--- config.mk ---
export PLATFORM = sky130hd
export DESIGN_NAME = threshold_alarm_setpoint_menu_core
export DESIGN_NICKNAME = d
export VERILOG_FILES = /design/src/hdl/tam_pkg.sv /design/src/hdl/threshold_alarm_setpoint_menu_core.sv /design/src/hdl/tam_key_ctrl.sv /design/src/hdl/tam_alarm_eval.sv
export SDC_FILE = /design/constraint.sdc
export NUM_CORES = 1
export LEC_CHECK = 0
export ABC_AREA = 0
export BUFFER_PORTS_ARGS = -buffer_cell sky130_fd_sc_hd__buf_2
export CORE_ASPECT_RATIO = 0.5
export CORE_MARGIN = 5
export CORE_UTILIZATION = 60
export DETAILED_ROUTE_END_ITERATION = 12
export HOLD_SLACK_MARGIN = 0.1
export PLACE_DENSITY = 0.81
export RECOVER_POWER = 100
export SYNTH_ARGS = -nofsm -noshare
export SYNTH_HDL_FRONTEND = slang
export SYNTH_SLANG_ARGS = --single-unit
--- constraint.sdc ---
create_clock -name clock -period 3.5 [get_ports clock]
set_input_delay 0.7 -clock clock [delete_from_list [all_inputs] [get_ports clock]]
set_output_delay 0.7 -clock clock [all_outputs]
set_load 0.05 [all_outputs]
--- src/hdl/tam_pkg.sv ---
// Shared types, codes and constants for the threshold alarm setpoint menu block.
package tam_pkg;

   // Limit bounds and reset values
   localparam logic [6:0] LIMIT_MAX        = 7'd99;
   localparam logic [6:0] LIMIT_MIN        = 7'd1;
   localparam logic [6:0] TEMP_HI_RESET    = 7'd35;
   localparam logic [6:0] TEMP_LO_RESET    = 7'd10;
   localparam logic [6:0] HUM_HI_RESET     = 7'd80;
   localparam logic [6:0] HUM_LO_RESET     = 7'd10;

   // Request kinds
   typedef enum logic {
      REQ_KEY     = 1'b0,
      REQ_READING = 1'b1
   } tam_req_type;

   // Key codes
   typedef enum logic [1:0] {
      KEY_NONE  = 2'd0,
      KEY_MENU  = 2'd1,
      KEY_PLUS  = 2'd2,
      KEY_MINUS = 2'd3
   } tam_key_type;

   // Menu states
   typedef enum logic [2:0] {
      MENU_NORMAL  = 3'd0,
      MENU_TEMP_HI = 3'd1,
      MENU_TEMP_LO = 3'd2,
      MENU_HUM_HI  = 3'd3,
      MENU_HUM_LO  = 3'd4
   } tam_menu_type;

   // Relay bit positions
   localparam int RELAY_TEMP_HI = 0;
   localparam int RELAY_TEMP_LO = 1;
   localparam int RELAY_HUM_HI  = 2;
   localparam int RELAY_HUM_LO  = 3;

   // Controller state, also the result word
   typedef struct packed {
      tam_menu_type menu;
      logic [6:0]   temp_hi;
      logic [6:0]   temp_lo;
      logic [6:0]   hum_hi;
      logic [6:0]   hum_lo;
      logic         alarm_en;
      logic         buzzer;
      logic [3:0]   relay;
   } tam_state_type;

   localparam tam_state_type STATE_RESET = '{
      menu:     MENU_NORMAL,
      temp_hi:  TEMP_HI_RESET,
      temp_lo:  TEMP_LO_RESET,
      hum_hi:   HUM_HI_RESET,
      hum_lo:   HUM_LO_RESET,
      alarm_en: 1'b1,
      buzzer:   1'b0,
      relay:    4'd0
   };

endpackage

--- src/hdl/threshold_alarm_setpoint_menu_core.sv ---
// Top level of the threshold alarm setpoint menu controller.
//
// Usage: each request transfer on the req_ channel is either a key event
// (req_type 0, req_key_code) or a sensor reading (req_type 1,
// req_temperature, req_humidity). Every request yields exactly one
// response transfer on the rsp_ channel carrying the four relays, the
// buzzer, the menu state and the four current limits after that event.
// A transfer happens at a rising clock edge with valid high and stall low.
// A request transfer is captured in the request register; when it is processed,
// its result is written into the state/result register, which raises rsp_valid
// and drives the response.
// Throughput: one request per cycle while the receiver does not stall; the
// state register that also holds the result is the only loop.
// Reset (synchronous, active high) restores the limits to 35/10/80/10,
// normal menu, alarm unmuted, buzzer and relays off, and empties both
// registers. When the receiver stalls, the response is held and at most one
// more request is taken into the request register; after that req_stall rises.
module threshold_alarm_setpoint_menu_core (
   input  logic       clock,
   input  logic       reset,
   input  logic       req_valid,
   output logic       req_stall,
   input  logic       req_type,
   input  logic [1:0] req_key_code,
   input  logic [7:0] req_temperature,
   input  logic [7:0] req_humidity,
   output logic       rsp_valid,
   input  logic       rsp_stall,
   output logic       rsp_temp_high_relay,
   output logic       rsp_temp_low_relay,
   output logic       rsp_hum_high_relay,
   output logic       rsp_hum_low_relay,
   output logic       rsp_buzzer,
   output logic [2:0] rsp_menu_state,
   output logic [6:0] rsp_temp_upper_limit,
   output logic [6:0] rsp_temp_lower_limit,
   output logic [6:0] rsp_hum_upper_limit,
   output logic [6:0] rsp_hum_lower_limit
);

   logic                   in_valid_ff;
   logic                   in_valid_in;
   logic                   in_type_ff;
   logic [1:0]             in_key_ff;
   logic [7:0]             in_temp_ff;
   logic [7:0]             in_hum_ff;
   logic                   rsp_valid_ff;
   logic                   rsp_valid_in;
   tam_pkg::tam_state_type state_ff;
   tam_pkg::tam_state_type state_in;
   tam_pkg::tam_state_type key_state;
   tam_pkg::tam_state_type read_state;
   logic                   req_xfer;
   logic                   advance;

   // Process the held request when the result register is free or drains
   assign advance   = in_valid_ff && (!rsp_valid_ff || !rsp_stall);
   assign req_stall = in_valid_ff && !advance;
   assign req_xfer  = req_valid && !req_stall;

   // Hold the request register until it is processed
   always_comb begin
      in_valid_in = in_valid_ff;
      if (req_xfer) begin
         in_valid_in = 1'b1;
      end else if (advance) begin
         in_valid_in = 1'b0;
      end
   end

   always_ff @(posedge clock) begin
      if (reset) begin
         in_valid_ff <= 1'b0;
      end else begin
         in_valid_ff <= in_valid_in;
      end
   end

   always_ff @(posedge clock) begin
      if (req_xfer) begin
         in_type_ff <= req_type;
         in_key_ff  <= req_key_code;
         in_temp_ff <= req_temperature;
         in_hum_ff  <= req_humidity;
      end
   end

   tam_key_ctrl u_key_ctrl (
      .cur_state (state_ff),
      .key_code  (in_key_ff),
      .key_state (key_state)
   );

   tam_alarm_eval u_alarm_eval (
      .cur_state   (state_ff),
      .temperature (in_temp_ff),
      .humidity    (in_hum_ff),
      .read_state  (read_state)
   );

   // Select the event path and advance the state, which is also the result
   always_comb begin
      state_in = state_ff;
      if (advance) begin
         state_in = (in_type_ff == tam_pkg::REQ_READING) ? read_state : key_state;
      end
   end

   always_comb begin
      rsp_valid_in = rsp_valid_ff;
      if (advance) begin
         rsp_valid_in = 1'b1;
      end else if (!rsp_stall) begin
         rsp_valid_in = 1'b0;
      end
   end

   always_ff @(posedge clock) begin
      if (reset) begin
         state_ff     <= tam_pkg::STATE_RESET;
         rsp_valid_ff <= 1'b0;
      end else begin
         state_ff     <= state_in;
         rsp_valid_ff <= rsp_valid_in;
      end
   end

   // Drive the response from the state register
   assign rsp_valid            = rsp_valid_ff;
   assign rsp_temp_high_relay  = state_ff.relay[tam_pkg::RELAY_TEMP_HI];
   assign rsp_temp_low_relay   = state_ff.relay[tam_pkg::RELAY_TEMP_LO];
   assign rsp_hum_high_relay   = state_ff.relay[tam_pkg::RELAY_HUM_HI];
   assign rsp_hum_low_relay    = state_ff.relay[tam_pkg::RELAY_HUM_LO];
   assign rsp_buzzer           = state_ff.buzzer;
   assign rsp_menu_state       = state_ff.menu;
   assign rsp_temp_upper_limit = state_ff.temp_hi;
   assign rsp_temp_lower_limit = state_ff.temp_lo;
   assign rsp_hum_upper_limit  = state_ff.hum_hi;
   assign rsp_hum_lower_limit  = state_ff.hum_lo;

`ifndef SYNTH
   // State only moves when a request is processed
   a_state_hold: assert property (@(posedge clock) disable iff (reset)
      !advance |=> $stable(state_ff))
      else $error("state changed without a processed request");

   // Each limit pair stays ordered and within bounds
   a_limit_order: assert property (@(posedge clock) disable iff (reset)
      state_ff.temp_lo < state_ff.temp_hi && state_ff.hum_lo < state_ff.hum_hi &&
      state_ff.temp_hi <= tam_pkg::LIMIT_MAX && state_ff.hum_hi <= tam_pkg::LIMIT_MAX &&
      state_ff.temp_lo >= tam_pkg::LIMIT_MIN && state_ff.hum_lo >= tam_pkg::LIMIT_MIN)
      else $error("limit pair out of order or out of bounds");

   // A key press silences the buzzer
   a_key_silence: assert property (@(posedge clock) disable iff (reset)
      advance && in_type_ff == tam_pkg::REQ_KEY && in_key_ff != tam_pkg::KEY_NONE
      |=> !state_ff.buzzer)
      else $error("buzzer still on after key press");

   // A quiet reading clears the buzzer and releases the mute
   a_quiet_reading: assert property (@(posedge clock) disable iff (reset)
      advance && in_type_ff == tam_pkg::REQ_READING && read_state.relay == 4'd0
      |=> !state_ff.buzzer && state_ff.alarm_en)
      else $error("quiet reading left buzzer on or alarm muted");

   // A processed request always produces a valid response
   a_rsp_follows: assert property (@(posedge clock) disable iff (reset)
      advance |=> rsp_valid_ff)
      else $error("processed request without response");
`endif

endmodule

--- src/hdl/tam_key_ctrl.sv ---
// Key event path: menu stepping, limit edits with clamps, mute and buzzer clear.
module tam_key_ctrl (
   input  tam_pkg::tam_state_type cur_state,
   input  logic [1:0]             key_code,
   output tam_pkg::tam_state_type key_state
);

   // Step a high limit up (clamp to max) or down (keep above its low)
   function automatic logic [6:0] move_high(input logic [6:0] hi, input logic up,
                                            input logic [6:0] lo);
      logic [7:0] inc;
      logic [7:0] dec;
      logic [7:0] res;
      inc = {1'b0, hi} + 8'd1;
      dec = (hi == 7'd0) ? 8'd0 : {1'b0, hi} - 8'd1;
      if (up) begin
         res = (inc > {1'b0, tam_pkg::LIMIT_MAX}) ? {1'b0, tam_pkg::LIMIT_MAX} : inc;
      end else begin
         res = (dec <= {1'b0, lo}) ? {1'b0, lo} + 8'd1 : dec;
      end
      return res[6:0];
   endfunction

   // Step a low limit up (keep below its high) or down (clamp to min)
   function automatic logic [6:0] move_low(input logic [6:0] lo, input logic up,
                                           input logic [6:0] hi);
      logic [7:0] inc;
      logic [7:0] dec;
      logic [7:0] res;
      inc = {1'b0, lo} + 8'd1;
      dec = (lo == 7'd0) ? 8'd0 : {1'b0, lo} - 8'd1;
      if (up) begin
         if (inc >= {1'b0, hi}) begin
            res = (hi == 7'd0) ? 8'd0 : {1'b0, hi} - 8'd1;
         end else begin
            res = inc;
         end
      end else begin
         res = (dec <= {1'b0, tam_pkg::LIMIT_MIN}) ? {1'b0, tam_pkg::LIMIT_MIN} : dec;
      end
      return res[6:0];
   endfunction

   logic up;

   assign up = (key_code == tam_pkg::KEY_PLUS);

   // Decode the key against the current menu
   always_comb begin
      key_state = cur_state;
      if (key_code != tam_pkg::KEY_NONE) begin
         key_state.buzzer = 1'b0;
      end
      if (key_code == tam_pkg::KEY_MENU) begin
         key_state.menu = (cur_state.menu == tam_pkg::MENU_HUM_LO) ? tam_pkg::MENU_NORMAL :
                          tam_pkg::tam_menu_type'(cur_state.menu + 3'd1);
      end else if (key_code == tam_pkg::KEY_PLUS || key_code == tam_pkg::KEY_MINUS) begin
         case (cur_state.menu)
            tam_pkg::MENU_TEMP_HI: begin
               key_state.temp_hi = move_high(cur_state.temp_hi, up, cur_state.temp_lo);
            end
            tam_pkg::MENU_TEMP_LO: begin
               key_state.temp_lo = move_low(cur_state.temp_lo, up, cur_state.temp_hi);
            end
            tam_pkg::MENU_HUM_HI: begin
               key_state.hum_hi = move_high(cur_state.hum_hi, up, cur_state.hum_lo);
            end
            tam_pkg::MENU_HUM_LO: begin
               key_state.hum_lo = move_low(cur_state.hum_lo, up, cur_state.hum_hi);
            end
            default: begin
               // minus in normal display mutes the alarm
               if (cur_state.menu == tam_pkg::MENU_NORMAL && !up) begin
                  key_state.alarm_en = 1'b0;
               end
            end
         endcase
      end
   end

endmodule

--- src/hdl/tam_alarm_eval.sv ---
// Reading event path: relay compares against the limits and buzzer toggling.
module tam_alarm_eval (
   input  tam_pkg::tam_state_type cur_state,
   input  logic [7:0]             temperature,
   input  logic [7:0]             humidity,
   output tam_pkg::tam_state_type read_state
);

   logic [3:0] relay;

   // Compare each reading with its two limits
   always_comb begin
      relay = 4'd0;
      relay[tam_pkg::RELAY_TEMP_HI] = (temperature >= {1'b0, cur_state.temp_hi});
      relay[tam_pkg::RELAY_TEMP_LO] = (temperature <= {1'b0, cur_state.temp_lo});
      relay[tam_pkg::RELAY_HUM_HI]  = (humidity >= {1'b0, cur_state.hum_hi});
      relay[tam_pkg::RELAY_HUM_LO]  = (humidity <= {1'b0, cur_state.hum_lo});
   end

   // Toggle the buzzer while alarmed and unmuted; clear and unmute when quiet
   always_comb begin
      read_state       = cur_state;
      read_state.relay = relay;
      if (relay != 4'd0) begin
         if (cur_state.alarm_en) begin
            read_state.buzzer = ~cur_state.buzzer;
         end
      end else begin
         read_state.buzzer   = 1'b0;
         read_state.alarm_en = 1'b1;
      end
   end

endmodule

==> impl_metrics.ini <==
[outcome]
outcome = finished, violations left
violations = capacitance limit, slew limit

[placement]
io_buffers = 60
placed_area_sq_um = 5672
place_hpwl_um = 10720
place_congestion = 0.9276
place_ws_ns = 0.2508

[synth]
synth_fp_nets = 740
synth_edf_count = 19
synthCells = 645
synth.top_cell.area_share_pct = 16.47
yosysMostFrequentCell = ha_1
syn_avg_cell_area_sq_um = 8.481
synthArstFlopShare_pct = 0
syn_area_sq_um = 5470
ys_ff_latch = 58
synth_area_leader_cell = ha_1
synthTopCellsByCount = ha_1, inv_1, a21oi_1, dfxtp_1, nor2_1
synth_ff_type = dfxtp_1
synth.distinct_cells = 74
yosys-top-cells-area = ha_1, dfxtp_1, edfxtp_1
yosysWarnings = 0
synth_seq_area_share_pct = 24.70

[critical_path]
worst-path-max-fanout = 7
cp_slowest_stage_delay_ns = 0.43
path_buf_inv = 1
rrSetupSlack_ns = 0.19
path_cells = inv_1 > ha_1 > and3_1 > a21oi_1 > ha_1 > a211o_1 > o211ai_1 > a31oi_1 > a41oi_2 > mux2_2 > a221oi_1 > a211o_1
worstSetupEndpointType = flip-flop
crit_required_ns = 3.77
cp_top_family = compound AO/OA/AOI/OAI gates
cp_slowest_cell = dfxtp_1
path_depth = 12
reg2reg_depth = 12
crit-reg2reg-launch = rsp_temp_upper_limit[1]$_SDFFE_PP1P_
r2r-end = rsp_temp_upper_limit[0]$_SDFFE_PP1P_
critPathLaunchType = flip-flop
startpoint = rsp_temp_upper_limit[1]$_SDFFE_PP1P_
crit_arrival_ns = 3.58
path_class = reg2reg

[clock_network]
cts_tree = yes
clockRootBuffer = clkbuf_16
post_cts_buffers = 0
htree_levels = 3
cts_sinks = 58
path_clk_slew_ns = 0.05
ctsLongestPathBuffers = 2
numCtsBuffers = 9
insertion_delay_ns = 0.33

[die]
coreArea_sq_um = 8798
die_height_um = 77.52
die_width_um = 145.0
initial_core_util_pct = 62.17
pin_count = 61
dieArea_sq_um = 11240
rows = 24

[sta]
max_freq_ghz = 0.3017
hold_violations = 0
worstMarginPinSlew_ns = 1.669
rsz0062_at_grt = false
min_period_ns = 3.315
fin_ws_ns = 0.1851
setup_viol_count_final = 0
fin_crit_sh_pct = 94.71
fin_setup_tns_ns = 0
fin_skew_ns = 0.009502
maxSlewViolCount = 20
slew_headroom_pct = -11.49

[grt]
grt_pass1_wl_um = 23810
use_met3_pct = 5.821
grtUsageTotal_pct = 25.30
antenna_found_initial = 0
grt_pass1_vias = 4861
grt_max_degree = 47
grt_util_met1_pct = 32.95
top_usage_layer = met2
met2_usage_pct = 42.10
grt.overflow.total = 0

[finish]
syn_to_final_growth_pct = 7.845
fin_area_sq_um = 5899
drive_above_1_share_pct = 10.49
diodes = 0
utilization_pct = 67.05
fillCellCount = 744
finalNetCount = 767

[worst_hold_path]
holdPathEnd = rsp_valid$_SDFFE_PP0P_
hold_depth = 2
worstHoldStart = in_valid_ff$_SDFFE_PP0P_
hold_path.class = reg2reg

[power_and_ir_drop]
finalPower_mw = 1.726
powerDensity_nw_per_um2 = 292.5
ir_drop_mv = 0.2726
cellLeakagePower_nw = 2.468

[detailed_routing]
drc = 0
wl_um = 14340
antenna_left = 0
first_pass_iters = 6
drtIter0Drc = 373
vias = 5021
vias_per_cell = 6.324
routedWlPerCell_um = 18.06

[job]
cap_violations = 1
-- worst reg2reg max path, cell delays in order (launching register included) --
cell	delay [ns]
dfxtp_1	0.43
inv_1	0.19
ha_1	0.24
and3_1	0.25
a21oi_1	0.33
ha_1	0.32
a211o_1	0.30
o211ai_1	0.08
a31oi_1	0.11
a41oi_2	0.22
mux2_2	0.36
a221oi_1	0.26
a211o_1	0.15
-- kinds of logic after synthesis --
logic type / after synthesis / share of synthesized area, %
flops: 58 / 24.70
compound gates: 176 / 22.14
simple gates: 193 / 19.51
mux: 25 / 4.712
fa+ha+maj: 72 / 16.47
buf+inv: 104 / 9.744
xor+xnor: 17 / 2.722
-- cell type report --
type / instances / area, sq um / area share, %
multi-input cells: 483 / 3575 / 60.59
flip-flops and latches: 58 / 1353 / 22.93
repair buffers: 76 / 371.6 / 6.299
clock buffers: 13 / 250.2 / 4.242
inverters: 44 / 165.2 / 2.800
well taps: 117 / 146.4 / 2.481
clock inverters: 3 / 38.79 / 0.6575
-- timing repair --
| action | 4_1_cts | 5_1_grt |
|---|---|---|
| setup endpoints to repair | 0 | 2 |
| gates resized for setup | 0 | 2 |
| hold buffers | 0 | 0 |
-- report_power, final --
group,switching [mW],leakage (nW),total (mW),internal (mW)
Combinational,0.0805,1.83,0.125,0.0444
Sequential,0.0132,0.502,0.730,0.717
Clock,0.304,0.141,0.871,0.567
Total,0.398,2.47,1.73,1.33
-- registers in the layout, summed over array words and instances (netlist names), 2 cells and up --
name	cells
rsp_hum_lower_limit	7
rsp_menu_state	3
in_temp_ff	8
in_hum_ff	8
in_key_ff	2
rsp_temp_upper_limit	7
rsp_temp_lower_limit	7
rsp_hum_upper_limit	7
-- routing by layer --
metal | wire [um] | share of wire [%]
met5 | 0 | 0
met4 | 258 | 1.8
met3 | 1101 | 7.7
met2 | 6660 | 46
met1 | 6319 | 44
-- stage by stage --
| step | hold WS, ns | cells |
|---|---|---|
| 2_1_floorplan | 0.4446 | 645 |
| 3_3_place_gp | 0.4615 | 778 |
| 3_5_place_dp | 0.4639 | 778 |
| 4_1_cts | 0.4763 | 794 |
| 5_1_grt | 0.5243 | 794 |
| 6_report | 0.4727 | 794 |
-- how the worst max path moves through the flow --
stage	endpoint	slack, ns
after floorplan	rsp_temp_upper_limit[0]$_SDFFE_PP1P_	0.32
after global placement	rsp_hum_upper_limit[1]$_SDFFE_PP0P_	0.34
after detailed placement	rsp_hum_upper_limit[2]$_SDFFE_PP0P_	0.25
after CTS	rsp_hum_upper_limit[2]$_SDFFE_PP0P_	0.21
after global routing	rsp_temp_upper_limit[6]$_SDFFE_PP0P_	0.05
final	rsp_temp_upper_limit[0]$_SDFFE_PP1P_	0.19
-- layout by cell type (no fill, tap or decap), types with 3 or more instances in the layout --
cell type	n
a211oi_1	15
or3_1	8
nor3_1	19
ha_1	72
buf_4	16
nand3_1	22
o22a_1	3
o21ai_0	25
dfxtp_1	38
and2_1	6
clkbuf_1	42
nand2b_1	8
o221ai_1	4
o31ai_1	8
xor2_1	3
edfxtp_1	19
a41o_1	3
o22ai_1	4
clkbuf_16	9
a21o_1	13
a21oi_1	43
o211ai_1	11
mux2i_1	19
nor2_1	39
nand2_1	34
nor4b_1	3
inv_1	44
buf_2	21
a31oi_1	13
xnor2_1	14
nor2b_1	9
or2_2	3
mux2_2	6
and3_1	9
and4_1	5
a221oi_1	4
nand4_1	8
nand4b_1	3
Power figures use the tool's default switching activity.
